==> config.mk <==
export PLATFORM = sky130hd
export DESIGN_NAME = rtsp_interleaved_deframer
export DESIGN_NICKNAME = d
export VERILOG_FILES = /design/src/hw/rtl/rtspd_pkg.sv /design/src/hw/rtl/rtspd_in_stage.sv /design/src/hw/rtl/rtspd_parser.sv /design/src/hw/rtl/rtspd_out_stage.sv /design/src/hw/rtl/rtsp_interleaved_deframer.sv
export SDC_FILE = /design/constraint.sdc
export NUM_CORES = 1
export LEC_CHECK = 0
export BUFFER_PORTS_ARGS = -buffer_cell sky130_fd_sc_hd__buf_2
export CAP_MARGIN = 25
export CORE_ASPECT_RATIO = 1.1
export CORE_MARGIN = 1.5
export CORE_UTILIZATION = 25
export DETAILED_ROUTE_END_ITERATION = 10
export PLACE_DENSITY = 0.49
export SETUP_SLACK_MARGIN = 0.3
export SLEW_MARGIN = 0
export SYNTH_ARGS = -nofsm -noshare
export SYNTH_HDL_FRONTEND = slang
export SYNTH_HIERARCHICAL = 1
export SYNTH_SLANG_ARGS = --single-unit
==> constraint.sdc <==
create_clock -name clk -period 3.8 [get_ports clk]
set_input_delay 0.76 -clock clk [delete_from_list [all_inputs] [get_ports clk]]
set_output_delay 0.76 -clock clk [all_outputs]
set_load 0.03 [all_outputs]
==> src/hw/rtl/rtspd_pkg.sv <==
// Shared types and constants of the RTSP interleaved deframer.
package rtspd_pkg;

	// Parser phase; codes above PH_TEXT behave as hunting
	typedef enum logic [2:0] {
		PH_HUNT    = 3'd0,
		PH_CHAN    = 3'd1,
		PH_LENHI   = 3'd2,
		PH_LENLO   = 3'd3,
		PH_PAYLOAD = 3'd4,
		PH_TEXT    = 3'd5
	} phase_t;

	localparam logic [7:0]  DOLLAR           = 8'h24;
	localparam logic [7:0]  CR               = 8'h0D;
	localparam logic [7:0]  LF               = 8'h0A;
	localparam logic [15:0] MIN_TEXT_LEN     = 16'd4;
	localparam logic [15:0] MAX_TEXT_LEN_RST = 16'd4096;

	// Frame kinds
	localparam logic KIND_BINARY = 1'b0;
	localparam logic KIND_TEXT   = 1'b1;

	// One tagged output byte
	typedef struct packed {
		logic [7:0] out_byte;
		logic       frame_kind;
		logic [7:0] channel_id;
		logic       first_byte;
		logic       header_byte;
		logic       last_byte;
		logic       overflow;
	} res_t;

endpackage

==> src/hw/rtl/rtspd_in_stage.sv <==
// Input register stage: holds one byte until the parser takes it.
module rtspd_in_stage (
	input  logic       clk,
	input  logic       arst_n,
	input  logic       in_valid,
	output logic       in_ready,
	input  logic [7:0] in_byte,
	output logic       valid_s1,
	output logic [7:0] byte_s1,
	input  logic       take
);
	import rtspd_pkg::*;

	// Accept when empty or when the held byte leaves this cycle
	assign in_ready = !valid_s1 || take;

	always_ff @(posedge clk or negedge arst_n) begin
		if (!arst_n) begin
			valid_s1 <= 1'b0;
		end else if (in_ready) begin
			valid_s1 <= in_valid;
		end
	end

	// Payload needs no reset
	always_ff @(posedge clk) begin
		if (in_ready && in_valid) begin
			byte_s1 <= in_byte;
		end
	end

endmodule

==> src/hw/rtl/rtspd_parser.sv <==
// Frame parser: phase state, length and text counters, result tagging.
module rtspd_parser (
	input  logic                clk,
	input  logic                arst_n,
	input  logic                cfg_we,
	input  logic [15:0]         cfg_value,
	input  logic                step,
	input  logic [7:0]          byte_in,
	output rtspd_pkg::res_t     res
);
	import rtspd_pkg::*;

	phase_t      phase_q, phase_d;
	logic [7:0]  chan_q, chan_d;
	logic [15:0] left_q, left_d;
	logic [15:0] tcount_q, tcount_d;
	logic [1:0]  term_q, term_d;
	logic [15:0] max_len_q;

	logic        is_hunt;
	logic [15:0] limit;
	logic [15:0] tcount_inc;
	logic [1:0]  term_base;
	logic [1:0]  term_nxt;
	logic        term_done;
	logic        text_cut;
	logic [15:0] len_full;
	logic [15:0] left_dec;

	// Hunting covers the unused phase codes as well
	assign is_hunt = (phase_q != PH_CHAN) && (phase_q != PH_LENHI) &&
	                 (phase_q != PH_LENLO) && (phase_q != PH_PAYLOAD) &&
	                 (phase_q != PH_TEXT);

	// Text counting restarts at the first byte of a frame
	assign limit      = (max_len_q < MIN_TEXT_LEN) ? MIN_TEXT_LEN : max_len_q;
	assign tcount_inc = (is_hunt ? 16'd0 : tcount_q) + 16'd1;
	assign term_base  = is_hunt ? 2'd0 : term_q;
	assign text_cut   = !term_done && (tcount_inc >= limit);
	assign len_full   = {left_q[15:8], byte_in};
	assign left_dec   = left_q - 16'd1;

	// Advance the CR LF CR LF matcher
	always_comb begin
		term_done = 1'b0;
		priority if (term_base == 2'd3 && byte_in == LF) begin
			term_done = 1'b1;
			term_nxt  = 2'd0;
		end else if (term_base == 2'd1 && byte_in == LF) begin
			term_nxt = 2'd2;
		end else if (term_base == 2'd2 && byte_in == CR) begin
			term_nxt = 2'd3;
		end else if (byte_in == CR) begin
			term_nxt = 2'd1;
		end else begin
			term_nxt = 2'd0;
		end
	end

	// Next state
	always_comb begin
		phase_d  = phase_q;
		chan_d   = chan_q;
		left_d   = left_q;
		tcount_d = tcount_q;
		term_d   = term_q;
		unique case (phase_q)
			PH_CHAN: begin
				chan_d  = byte_in;
				phase_d = PH_LENHI;
			end
			PH_LENHI: begin
				left_d  = {byte_in, 8'd0};
				phase_d = PH_LENLO;
			end
			PH_LENLO: begin
				left_d  = len_full;
				phase_d = (len_full == 16'd0) ? PH_HUNT : PH_PAYLOAD;
			end
			PH_PAYLOAD: begin
				left_d  = left_dec;
				phase_d = (left_dec == 16'd0) ? PH_HUNT : PH_PAYLOAD;
			end
			default: begin
				if (is_hunt && byte_in == DOLLAR) begin
					phase_d = PH_CHAN;
				end else begin
					tcount_d = tcount_inc;
					if (term_done || text_cut) begin
						phase_d = PH_HUNT;
						term_d  = 2'd0;
					end else begin
						phase_d = PH_TEXT;
						term_d  = term_nxt;
					end
				end
			end
		endcase
	end

	// Result tags for the current byte
	always_comb begin
		res             = '0;
		res.out_byte    = byte_in;
		res.frame_kind  = KIND_BINARY;
		unique case (phase_q)
			PH_CHAN: begin
				res.channel_id  = byte_in;
				res.header_byte = 1'b1;
			end
			PH_LENHI: begin
				res.channel_id  = chan_q;
				res.header_byte = 1'b1;
			end
			PH_LENLO: begin
				res.channel_id  = chan_q;
				res.header_byte = 1'b1;
				res.last_byte   = (len_full == 16'd0);
			end
			PH_PAYLOAD: begin
				res.channel_id = chan_q;
				res.last_byte  = (left_dec == 16'd0);
			end
			default: begin
				res.first_byte = is_hunt;
				if (is_hunt && byte_in == DOLLAR) begin
					res.header_byte = 1'b1;
				end else begin
					res.frame_kind = KIND_TEXT;
					res.last_byte  = term_done || text_cut;
					res.overflow   = text_cut;
				end
			end
		endcase
	end

	// Hold state; advance on each byte taken
	always_ff @(posedge clk or negedge arst_n) begin
		if (!arst_n) begin
			phase_q  <= PH_HUNT;
			chan_q   <= 8'd0;
			left_q   <= 16'd0;
			tcount_q <= 16'd0;
			term_q   <= 2'd0;
		end else if (step) begin
			phase_q  <= phase_d;
			chan_q   <= chan_d;
			left_q   <= left_d;
			tcount_q <= tcount_d;
			term_q   <= term_d;
		end
	end

	// Text length limit register
	always_ff @(posedge clk or negedge arst_n) begin
		if (!arst_n) begin
			max_len_q <= MAX_TEXT_LEN_RST;
		end else if (cfg_we) begin
			max_len_q <= cfg_value;
		end
	end

endmodule

==> src/hw/rtl/rtspd_out_stage.sv <==
// Result register stage: holds one tagged byte until the receiver takes it.
module rtspd_out_stage (
	input  logic            clk,
	input  logic            arst_n,
	input  logic            res_valid,
	output logic            res_ready,
	input  rtspd_pkg::res_t res,
	output logic            out_valid,
	input  logic            out_ready,
	output rtspd_pkg::res_t res_s2
);
	import rtspd_pkg::*;

	// Load when empty or when the held beat leaves this cycle
	assign res_ready = !out_valid || out_ready;

	always_ff @(posedge clk or negedge arst_n) begin
		if (!arst_n) begin
			out_valid <= 1'b0;
		end else if (res_ready) begin
			out_valid <= res_valid;
		end
	end

	always_ff @(posedge clk) begin
		if (res_ready && res_valid) begin
			res_s2 <= res;
		end
	end

endmodule

==> src/hw/rtl/rtsp_interleaved_deframer.sv <==
// Top level of the RTSP interleaved deframer.
//
// Takes a TCP byte stream on the slave stream (one byte per beat) and sends
// every byte back out on the master stream, tagged with its place in a
// frame: interleaved binary frames ('$', channel, 16-bit big-endian length,
// payload) and text frames ending at CR LF CR LF. A text frame reaching
// max_text_len bytes without a terminator is cut with overflow set.
// The cfg channel writes max_text_len (values below 4 act as 4); it is
// always ready; the user must write it only while the block is idle, as
// the block itself does not enforce this. An accepted byte passes the
// input register and then the result register before it is presented on
// the master side. Throughput: one byte per cycle while the receiver is
// ready, set by the parser update between the input and result registers.
// Reset returns the parser to hunting, clears the counters, empties both
// registers and sets max_text_len to 4096. When the receiver stalls the
// result register holds its beat, the input register takes one more byte
// only if it is empty, and then s_axis_tready falls until the stall clears.
module rtsp_interleaved_deframer (
	input  logic        clk,
	input  logic        arst_n,
	input  logic        s_axis_tvalid,
	output logic        s_axis_tready,
	input  logic [7:0]  s_axis_tdata,   // [7:0] data_byte
	output logic        m_axis_tvalid,
	input  logic        m_axis_tready,
	output logic [15:0] m_axis_tdata,   // [7:0] out_byte, [15:8] channel_id
	output logic [3:0]  m_axis_tuser,   // [0] frame_kind, [1] first_byte,
	                                    // [2] header_byte, [3] overflow
	output logic        m_axis_tlast,   // last_byte
	input  logic        cfg_valid,
	output logic        cfg_ready,
	input  logic [15:0] cfg_data        // max_text_len
);
	import rtspd_pkg::*;

	logic       valid_s1;
	logic [7:0] byte_s1;
	logic       res_ready;
	logic       step;
	res_t       res;
	res_t       res_s2;

	assign cfg_ready = 1'b1;
	assign step      = valid_s1 && res_ready;

	rtspd_in_stage u_in_stage (
		.clk      (clk),
		.arst_n   (arst_n),
		.in_valid (s_axis_tvalid),
		.in_ready (s_axis_tready),
		.in_byte  (s_axis_tdata),
		.valid_s1 (valid_s1),
		.byte_s1  (byte_s1),
		.take     (step)
	);

	rtspd_parser u_parser (
		.clk       (clk),
		.arst_n    (arst_n),
		.cfg_we    (cfg_valid),
		.cfg_value (cfg_data),
		.step      (step),
		.byte_in   (byte_s1),
		.res       (res)
	);

	rtspd_out_stage u_out_stage (
		.clk       (clk),
		.arst_n    (arst_n),
		.res_valid (valid_s1),
		.res_ready (res_ready),
		.res       (res),
		.out_valid (m_axis_tvalid),
		.out_ready (m_axis_tready),
		.res_s2    (res_s2)
	);

	// Pack the beat
	assign m_axis_tdata = {res_s2.channel_id, res_s2.out_byte};
	assign m_axis_tuser = {res_s2.overflow, res_s2.header_byte,
	                       res_s2.first_byte, res_s2.frame_kind};
	assign m_axis_tlast = res_s2.last_byte;

endmodule

==> results of run 1 <==
==> power breakdown <==
part	switching [mW]	total [mW]	internal [mW]
sequential	0.158	1.30	1.14
clock	0.403	1.01	0.607
combinational	0.306	0.502	0.196
==> layer usage <==
| metal | part of all wire | up-vias |
|---|---|---|
| li1 | - | 1976 |
| met1 | 0.44 | 1990 |
| met2 | 0.50 | 122 |
| met3 | 0.052 | 18 |
| met4 | 0.016 | 0 |
| met5 | 0 | - |
==> timing repair <==
item                                    in CTS  in global routing
pin swaps                                    1                  9
endpoints found under the setup margin       2                  4
endpoints found under the hold margin        0                  0
gates resized for setup                      5                 17
setup buffers                                0                  7
cloned                                       0                  0
==> per-stage QoR <==
| step | std cells | util | hold slack [ns] |
|---|---|---|---|
| 4_1_cts | 822 | 0.293 | 0.433 |
| 6_report | 830 | 0.300 | 0.420 |
| 3_3_place_gp | 806 | 0.275 | 0.488 |
| 5_1_grt | 830 | 0.300 | 0.455 |
| 2_1_floorplan | 521 | - | 0.464 |
| 3_5_place_dp | 806 | 0.275 | 0.493 |
==> flip-flops by register name (all words and copies together), names as in the netlist <==
name and flops:
u_out_stage/out_valid 1, u_out_stage/res_s2 21, u_parser/term_q 2, u_parser/phase_q 3
u_in_stage/byte_s1 8, u_parser/tcount_q 16, u_parser/chan_q 8, u_parser/max_len_q 16
u_in_stage/valid_s1 1, u_parser/left_q 16
==> cells by family (layout without fill, tap and decap cells) <==
kind of cell	Yosys count	after routing	synth area share
simple gates	175	175	0.185
compound gates	143	143	0.169
flops	92	92	0.471
buf+inv	57	110	0.0587
fa+ha+maj	19	19	0.0457
mux	19	19	0.0445
xor+xnor	15	15	0.0253
other cells	1	1	0.000721
==> cell type report <==
class                   instances  area [µm²]  area share
clock inverters                 6        97.6      0.0159
repair buffers                 68         387      0.0629
multi-input cells             372        2550       0.415
inverters                      26         103      0.0167
clock buffers                  10         239      0.0389
well taps                     256         320      0.0521
flip-flops and latches         92        2450       0.398
==> path summary, 6_finish.rpt <==
kind,cells after the start,slack (ns),endpoint
worst max-delay path,16,0.47,u_out_stage/res_s2[1]$_DFFE_PP_
max in group asynchronous,2,2.62,u_parser/max_len_q[12]$_DFFE_PN1P_
min in group clk,1,0.50,u_parser/max_len_q[0]$_DFFE_PN0P_
worst min-delay path,1,0.42,u_parser/chan_q[2]$_DFFE_PN0P_
worst max register to register,16,0.47,u_out_stage/res_s2[1]$_DFFE_PP_
worst min register to register,1,0.50,u_parser/max_len_q[0]$_DFFE_PN0P_
==> cell usage after synthesis (13+ instances only) <==
library cell  number  area share
o21ai_0           59       0.057
a21oi_1           24       0.023
dfrtp_1           62        0.30
mux2_2            13       0.028
nor2_1            50       0.036
nand2_1           47       0.034
a22oi_1           13       0.019
ha_1              19       0.046
edfxtp_1          29        0.17
nand3_1           13       0.013
inv_1             24       0.017
==> cells in the final DEF, fill, tap and decap left out, drive strengths merged, types with 14 or more instances in the layout <==
master  synthesis  routed
edfxtp         29      29
ha             19      19
o21ai          61      61
nand2          49      49
a22oi          14      14
buf            20      68
inv            25      29
dfrtp          62      62
a21oi          24      24
mux2           18      18
nor2           51      51
==> worst max-delay path, stage by stage (launching register included) <==
cell and delay, ns:
dfrtp_1 0.39, or3_4 0.43, and3_4 0.21, ha_4 0.18
inv_2 0.08, nor3_4 0.05, and3_4 0.20, xnor2_2 0.13
nor2_1 0.06, ha_1 0.31, a21o_1 0.21, a21oi_4 0.17
o21ai_1 0.11, o21ai_0 0.15, nor2_1 0.09, a32oi_1 0.17
o221ai_1 0.13
==> metrics, run 1 <==
layout cells sized above 1=0.242; met2 GRT Util=0.215; worst slew pin tran=0.911 ns; Tmin final=3.33 ns; TritonCTS clock tree=done; first-pass GRT wire length=21300 µm; Final #Nets=617; setup TNS=0 ns; Most used DFF post-synth=dfrtp_1; status=finished, final reports clean; starting DRC count in detailed routing=252; GRT met1 Usage=0.155; CTS Sinks=92; EDFF count, synth=29; fin area=0.00615 mm²; FF-to-FF Start=u_parser/phase_q[1]$_DFFE_PN0P_; total grt overflow=0; Hold Vio Cnt, Final=0; Global Route Usage Sum=0.124; Die X=140 µm; antenna cells=0; DRT Wirelength=13000 µm; Area growth syn-to-layout=18.2%; via count=4106; count of pins over their slew limit=0; Avg Cell Area, Syn=9.98 µm²; clock-pin slew on the worst setup and hold paths=0.07 ns; TritonRoute pass-1 iters=5; Max-slew headroom=0.388; dpl ws=0.217 ns; clk_skew=0.0102 ns; final setup vio count=0; Synth Net Count=569; count of port buffers added during placement=51; Hold-fix buffers, CTS=0; fin crit share=0.877; yosys warns=6; clk_lat worst skew=0.34 ns; Synth Instances=521; DRT antenna net count=0; gr busiest metal=met2; Power Total=2.81 mW; # Max-Cap Violations=0; crit path DAT=3.41 ns; Post-synth ARST share=0.685; Inserted Clock Buffers=9; worst min path class=input port to async pin; RSZ-0062 raised after global routing=no; number of H-tree levels=3; Cell Rows=55; Crit Path Max Fanout=5; #FFs+latches synth=92; Placement Cell Area=0.00564 mm²; GPL Wtd Cong=0.810; pwr dens=457 mW/mm²; clock buffer depth=2; die height=154 µm; HPWL after DPL=9450 µm; Peak supply drop=0.000213 V; CP startpoint kind=register; PnR worst setup slack=0.468 ns; Synth cell types=72; initial antenna violation count=0; io pins=53; routing usage on met3=0.0257; vias in the first global route=4116; critical path endpoint category=register; Static Leak=2.62 nW; synthesized cell area=0.00520 mm²; WL/cell=15.7 µm; Core Area=0.0205 mm²; post-detailed-route DRC marker count=0; Initial Util=0.254; largest net degree at the start of global routing=30; Worst Setup SP=u_parser/phase_q[1]$_DFFE_PN0P_; clock root buffer=clkbuf_16; Vias/cell=4.95; Fillers=2166; worst setup path class=register to register; fmax=300 MHz; register area share after synthesis=0.471; WP data required=3.88 ns; Die Footprint=0.0217 mm²
Note: power is estimated with default switching activity, not from simulation.
==> inputs of run 2 (changes only) <==
- RECOVER_POWER: unset -> 100
==> run 2 against run 1 <==
The run now ends with capacitance limit, slew limit left. Power fell by 1.0%. Setup slack got worse by 0.087 ns. First-iteration DRC count is 4.8% lower.
==> metrics, run 2 (synthesized netlist as in run 1, its figures left out) <==
GPL Wtd Cong=0.810 (unchanged); TritonCTS clock tree=done; Worst Setup SP=u_parser/phase_q[1]$_DFFE_PN0P_; Peak supply drop=0.000213 V (+0.16%); # Max-Cap Violations=1 (+1); RSZ-0062 raised after global routing=no; antenna cells=0 (unchanged); Max-slew headroom=-0.0256 (-0.414); Inst Count DP=806 (unchanged); setup TNS=0 ns (unchanged); post-detailed-route DRC marker count=0 (unchanged); fmax=293 MHz (-2.5%); Vias/cell=4.96 (+0.34%); clk_lat worst skew=0.34 ns (about the same); area taken by multi-input logic gates=0.00247 mm² (-3.0%); count of pins over their slew limit=22 (+22); register area=0.00245 mm² (unchanged); most common cell after layout, fill and taps aside=dfrtp_1; Global Route Usage Sum=0.124 (unchanged); count of port buffers added during placement=51 (unchanged); R2R setup slack=0.38 ns (-0.09 ns); DRT Wirelength=13000 µm (+0.11%); Tmin final=3.42 ns (+0.0867 ns); Static Leak=2.48 nW (-5.1%); crit path DAT=3.50 ns (+0.09 ns); highest-count cells in the layout ignoring fill and taps=dfrtp_1 (62), o21ai_0 (59), nor2_1 (49); final setup vio count=0 (unchanged); clock root buffer=clkbuf_16; worst slew pin tran=1.54 ns (+0.626 ns); Crit Path Max Fanout=15 (+10); CP startpoint kind=register; post-route insts no fill=830 (unchanged); largest net degree at the start of global routing=30 (unchanged); Fillers=2199 (+1.5%); first-pass GRT wire length=21300 µm (unchanged); WL/cell=15.7 µm (+0.11%); clock buffer depth=2 (unchanged); die height=154 µm (unchanged); FF-to-FF End=u_out_stage/res_s2[1]$_DFFE_PP_; Initial Util=0.254 (unchanged); Cell Rows=55 (unchanged); layout cells sized above 1=0.166 (-0.0767); total grt overflow=0 (unchanged); Inserted Clock Buffers=9 (unchanged); Die X=140 µm (unchanged); pwr dens=462 mW/mm² (+1.1%); vias in the first global route=4116 (unchanged); via count=4120 (+0.34%); Die Footprint=0.0217 mm² (unchanged); path depth of the worst reg2reg path=16 (unchanged); DRT antenna net count=0 (unchanged); worst min path class=register to register; CTS Sinks=92 (unchanged); worst setup path class=register to register; max reg flops=21 (unchanged); initial antenna violation count=0 (unchanged); critical path endpoint category=register; CP endpoint=u_out_stage/res_s2[1]$_DFFE_PP_; starting DRC count in detailed routing=240 (-4.8%); Hold Vio Cnt, Final=0 (unchanged); Final #Nets=617 (unchanged); fin util=0.293 (-0.00635); WP data required=3.88 ns (about the same); status=finished with violations; HPWL after DPL=9450 µm (unchanged); failing checks=capacitance limit, slew limit; TritonRoute pass-1 iters=5 (unchanged); WHS=0.500 ns (+0.0803 ns); FF-to-FF Start=u_parser/phase_q[1]$_DFFE_PN0P_; Area growth syn-to-layout=15.7%; io pins=53 (unchanged); Most flops, register=u_out_stage/res_s2; clock-pin slew on the worst setup and hold paths=0.07 ns (about the same); fin crit share=0.900 (+0.0228); Hold-fix buffers, CTS=0 (unchanged); number of H-tree levels=3 (unchanged); Core Area=0.0205 mm² (unchanged); clk_skew=0.00972 ns (-0.000501 ns)
## run 2: cell count changes in the layout (fill, tap and decap cells not counted), moves of 3 or more
cell | previous run | this run
and2_0 | 0 | 3
buf_4 | 16 | 12
clkbuf_1 | 0 | 29
mux2_4 | 5 | 0
buf_2 | 51 | 26
mux2_1 | 0 | 5
## run 2: critical path, cell delays in order, from the launching register on
cell and delay [ns]:
dfrtp_1 0.38, clkbuf_2 0.25, nand2_2 0.14, buf_4 0.15
nand4_4 0.14, nor4_4 0.31, and3_4 0.26, xnor2_1 0.11
nor2_1 0.06, ha_1 0.29, a41o_1 0.26, a21oi_4 0.17
o21ai_1 0.11, o21ai_0 0.15, nor2_1 0.09, a32oi_1 0.16
o221ai_1 0.13
## run 2: cell type report
type | count | area share
Inverter | 26 | 0.0171
Multi-Input combinational cell | 372 | 0.411
Clock buffer | 10 | 0.0397
Clock inverter | 6 | 0.0162
Sequential cell | 92 | 0.407
Tap cell | 256 | 0.0532
Timing Repair Buffer | 68 | 0.0555
## run 2: metrics by stage
stage	area [µm²]	setup WS [ns]	power, mW
after floorplan	5200	0.347	1.66
after global placement	5640	0.305	1.79
after detailed placement	5640	0.217	1.80
after CTS	6000	0.315	2.83
after global routing	6020	0.166	2.93
final	6020	0.382	2.78
## run 2: power by group
| group | switching, mW | total (mW) | internal [mW] |
|---|---|---|---|
| logic | 0.303 | 0.482 | 0.179 |
| registers | 0.150 | 1.29 | 1.14 |
| clock network | 0.402 | 1.01 | 0.606 |
| total | 0.854 | 2.78 | 1.93 |
## run 2: how the worst min path moves through the flow
stage / startpoint / endpoint / slack, ns / cells past startpoint
3_3_place_gp: u_parser/tcount_q[15]$_DFFE_PN0P_ / u_parser/tcount_q[15]$_DFFE_PN0P_ / 0.49 / 1
5_1_grt: u_parser/max_len_q[1]$_DFFE_PN0P_ / u_parser/max_len_q[1]$_DFFE_PN0P_ / 0.54 / 1
3_5_place_dp: u_parser/max_len_q[0]$_DFFE_PN0P_ / u_parser/max_len_q[0]$_DFFE_PN0P_ / 0.49 / 1
2_1_floorplan: arst_n / u_in_stage/valid_s1$_DFFE_PN0P_ / 0.46 / 0
6_report: u_parser/max_len_q[0]$_DFFE_PN0P_ / u_parser/max_len_q[0]$_DFFE_PN0P_ / 0.50 / 1
4_1_cts: arst_n / u_parser/chan_q[6]$_DFFE_PN0P_ / 0.43 / 1
## run 2: per-layer routing
layer  part of all wire  wire length [µm]  GRT usage
met2               0.49              6380      0.215
met1               0.44              5780      0.155
met5                  0                 0          0
met3              0.051               665     0.0257
met4              0.016               210     0.0402
## run 2: timing repair
| action | in CTS | in global routing |
|---|---|---|
| pin swaps | 1 | 9 |
| setup buffers | 0 | 7 |
| resized for setup | 5 | 17 |
| setup endpoints to repair | 2 | 4 |
==> inputs of run 3 (changes only) <==
- CELL_PAD_IN_SITES_DETAIL_PLACEMENT: unset -> 1
- CELL_PAD_IN_SITES_GLOBAL_PLACEMENT: unset -> 2
- CORE_ASPECT_RATIO: 1.1 -> 0.8
- PLACE_DENSITY: 0.49 -> 0.66
- SYNTH_HIERARCHICAL: 1 -> unset
==> run 3 against run 2 <==
The run still ends with capacitance limit, slew limit left. Final cell count is 0.84% lower. Non-clock buffer count rose by 6. Clock-buffer cell count decreased by 1. Register-to-register slack worse by 0.02 ns. Synthesized cell count fell by 3.3%. Maximum frequency decreased by 0.73%. Hold slack better by 0.0060 ns. Sequential share of layout area rose by 0.18 points.
==> metrics, run 3 <==
fin util=0.312 (+0.0186); clk_skew=0.0108 ns (+0.00108 ns); layout cells sized above 1=0.202 (+0.0363); clock buffer depth=2 (unchanged); final setup vio count=0 (unchanged); Hold EP=u_out_stage.out_valid$_DFFE_PN0P_; sequential share of power=0.374 (-0.090); area leader, netlist=dfrtp_1; Hold-fix buffers, CTS=0 (unchanged); WP data required=4.01 ns (+0.13 ns); Peak supply drop=0.000238 V (+12%); Core Area=0.0192 mm² (-6.4%); Synth area leaders=dfrtp_1 (31%), edfxtp_1 (18%), mux2_2 (5.0%), o21ai_0 (4.9%), ha_1 (4.8%); Most flops, register=u_out_stage.res_s2; Inst Count DP=797 (-1.1%); Vias/cell=4.90 (-1.3%); # Max-Cap Violations=1 (unchanged); highest-count cells in the layout ignoring fill and taps=dfrtp_1 (62), nand2_1 (52), o21ai_0 (51); count of pins over their slew limit=64 (+190%); Synth Instances=504 (-3.3%); Largest stage delay, worst path=0.60 ns (+0.22 ns); #FFs+latches synth=92 (unchanged); Synth cell types=62 (-14%); Hold Vio Cnt, Final=0 (unchanged); worst hold path depth=1 (unchanged); DRT antenna net count=0 (unchanged); EDFF count, synth=29 (unchanged); Placement Cell Area=0.00554 mm² (-1.9%); first-pass GRT wire length=22800 µm (+7.0%); Die Footprint=0.0207 mm² (-4.4%); critical path endpoint category=register; Avg Cell Area, Syn=9.85 µm² (-1.3%); TritonRoute pass-1 iters=4 (-1); Area growth syn-to-layout=20.7%; Post-synth ARST share=0.685 (unchanged); worst slew pin tran=1.76 ns (+0.226 ns); Final #Nets=608 (-1.5%); WHS=0.506 ns (+0.00601 ns); fin crit share=0.906 (+0.00657); number of H-tree levels=3 (unchanged); TritonCTS clock tree=done; post-route insts no fill=823 (-0.84%); starting DRC count in detailed routing=194 (-19%); yosys warns=0 (-6); Synth top cells by count=dfrtp_1 (62), nand2_1 (55), o21ai_0 (49); GPL Wtd Cong=0.768 (-5.2%); Tmin final=3.44 ns (+0.0250 ns); CP bufs+invs=2 (unchanged); via count=4034 (-2.1%); worst min path class=register to register; Crit Path Max Fanout=5 (-10); CP startpoint kind=register; P_int=2.43 mW (+26%); Static Leak=2.37 nW (-4.7%); WL/cell=17.0 µm (+8.5%); clock root buffer=clkbuf_16; top-area cell type share of the netlist area=0.313 (+0.0141); most common cell after layout, fill and taps aside=dfrtp_1; antenna cells=0 (unchanged); HPWL after DPL=9860 µm (+4.3%); io pins=53 (unchanged); status=finished with violations; NetSw=1.61 mW (+89%); clk_lat worst skew=0.36 ns (+0.02 ns); setup TNS=0 ns (unchanged); fin area=0.00599 mm² (-0.44%); max reg flops=21 (unchanged); post-detailed-route DRC marker count=0 (unchanged); Max-slew headroom=-0.176 (-0.150); Die X=161 µm (+14%); CP top delay family=simple AND/OR/NAND/NOR gates; failing checks=capacitance limit, slew limit; clock power share=0.247 (-0.116); switch share=0.399 (+0.0916); die height=129 µm (-16%); largest net degree at the start of global routing=64 (+110%); Initial Util=0.259 (+0.00508); count of port buffers added during placement=51 (unchanged); crit-path cells=clkbuf_1 -> nor3_1 -> or4b_4 -> nor2_4 -> nand4_1 -> xor2_2 -> nor2_1 -> ha_1 -> nand2_2 -> nor4_4 -> o311ai_2 -> nand4_1 -> clkbuf_1 -> o31ai_2; initial antenna violation count=0 (unchanged); pwr dens=676 mW/mm² (+46%); RSZ-0062 raised after global routing=yes; hold_sp=u_in_stage.valid_s1$_DFFE_PN0N_; register area share after synthesis=0.493 (+0.0222); fmax=290 MHz (-0.73%); Global Route Usage Sum=0.142 (+0.0174); top-count cell post-synth=dfrtp_1; worst setup path class=register to register; total grt overflow=0 (unchanged); crit path DAT=3.65 ns (+0.15 ns); CP max stage cell=or4b_4; Synth Net Count=552 (-3.0%); path depth of the worst reg2reg path=14 (-2); DRT Wirelength=14000 µm (+7.6%); Inserted Clock Buffers=9 (unchanged); Most used DFF post-synth=dfrtp_1; Cell Rows=45 (-18%); CTS Sinks=92 (unchanged); clock-pin slew on the worst setup and hold paths=0.07 ns (about the same); FF-to-FF Start=u_parser.phase_q[1]$_DFFE_PN0P_; Comb pwr share=0.379 (+0.206); R2R setup slack=0.36 ns (-0.02 ns); vias in the first global route=4229 (+2.7%); synthesized cell area=0.00496 mm² (-4.5%); Fillers=2177 (-1.0%); FF-to-FF End=u_parser.term_q[1]$_DFFE_PN0P_
run 3: cell types whose count changed after synthesis, moves of 8 or more:
cell / previous run / this run
clkbuf_1: 9 / 23
mux2_2: 13 / 22
nand2_1: 47 / 55
nor2_1: 50 / 29
nor3_1: 6 / 15
o21ai_0: 59 / 49
run 3: metal layers:
layer | vias up | wire length (µm) | track usage
li1 | 1935 | - | -
met1 | 2010 | 6890 | 0.197
met5 | - | 0 | 0
met4 | 0 | 190 | 0.0407
met2 | 78 | 6340 | 0.222
met3 | 11 | 603 | 0.0301
run 3: cell families (layout without fill, tap and decap cells):
kind of cell | after synthesis | in the layout | share of synthesized area
compound gates | 124 | 124 | 0.150
xor+xnor | 14 | 14 | 0.0247
simple gates | 182 | 182 | 0.193
fa+ha+maj | 19 | 19 | 0.0479
other cells | 1 | 1 | 0.000755
mux | 22 | 22 | 0.0499
flops | 92 | 92 | 0.493
buf+inv | 50 | 111 | 0.0401
run 3: worst register-to-register path: cells and delay by family (launching register included):
kind                       cells  cell delay (ns)
xor gates and xnor gates       1             0.24
AOI/OAI and AO/OA              2             0.29
and+or+nand+nor                8             1.63
adders and majority gates      1             0.29
DFF                            1             0.38
buffers and inverters          2             0.47
run 3: cell type report:
| class | count | area (µm²) | share of cell area |
|---|---|---|---|
| clock buffer | 9 | 225 | 0.0376 |
| multi-input combinational | 362 | 2450 | 0.409 |
| clock inverter | 7 | 97.6 | 0.0163 |
| tap | 258 | 323 | 0.0539 |
| inverter | 21 | 78.8 | 0.0132 |
| sequential | 92 | 2450 | 0.409 |
| timing repair buffer | 74 | 369 | 0.0616 |
run 3: per-stage QoR:
stage / power, mW / setup WS [ns]
2_1_floorplan: 2.51 / 0.328
3_3_place_gp: 2.95 / 0.166
3_5_place_dp: 3.00 / 0.0389
4_1_cts: 4.04 / 0.318
5_1_grt: 4.32 / 0.132
6_report: 4.05 / 0.357
run 3: worst max-delay path by stage:
| stage | startpoint | endpoint | slack, ns | depth (start not counted) |
|---|---|---|---|---|
| 6_report | u_parser.phase_q[1]$_DFFE_PN0P_ | u_parser.term_q[1]$_DFFE_PN0P_ | 0.36 | 14 |
| 2_1_floorplan | u_parser.phase_q[1]$_DFFE_PN0P_ | u_parser.phase_q[2]$_DFFE_PN0P_ | 0.33 | 17 |
| 3_5_place_dp | u_parser.phase_q[2]$_DFFE_PN0P_ | u_parser.phase_q[2]$_DFFE_PN0P_ | 0.04 | 16 |
| 3_3_place_gp | u_parser.phase_q[2]$_DFFE_PN0P_ | u_parser.phase_q[2]$_DFFE_PN0P_ | 0.17 | 16 |
| 5_1_grt | u_parser.phase_q[1]$_DFFE_PN0P_ | u_parser.term_q[1]$_DFFE_PN0P_ | 0.13 | 14 |
| 4_1_cts | u_parser.phase_q[1]$_DFFE_PN0P_ | u_parser.term_q[0]$_DFFE_PN0P_ | 0.32 | 14 |
run 3: power groups by stage:
| stage | combinational (mW) | clock [mW] | sequential (mW) |
|---|---|---|---|
| 2_1_floorplan | 0.995 | 0 | 1.51 |
| 3_3_place_gp | 1.44 | 0 | 1.51 |
| 3_5_place_dp | 1.48 | 0 | 1.52 |
| 4_1_cts | 1.50 | 1.03 | 1.50 |
| 5_1_grt | 1.72 | 1.06 | 1.55 |
| 6_report | 1.54 | 1.00 | 1.51 |
run 3: timing repair:
item	4_1_cts	5_1_grt
pin swaps	4	6
setup buffers	2	8
gates resized for setup	12	16
endpoints found under the setup margin	5	4
cloned	0	0
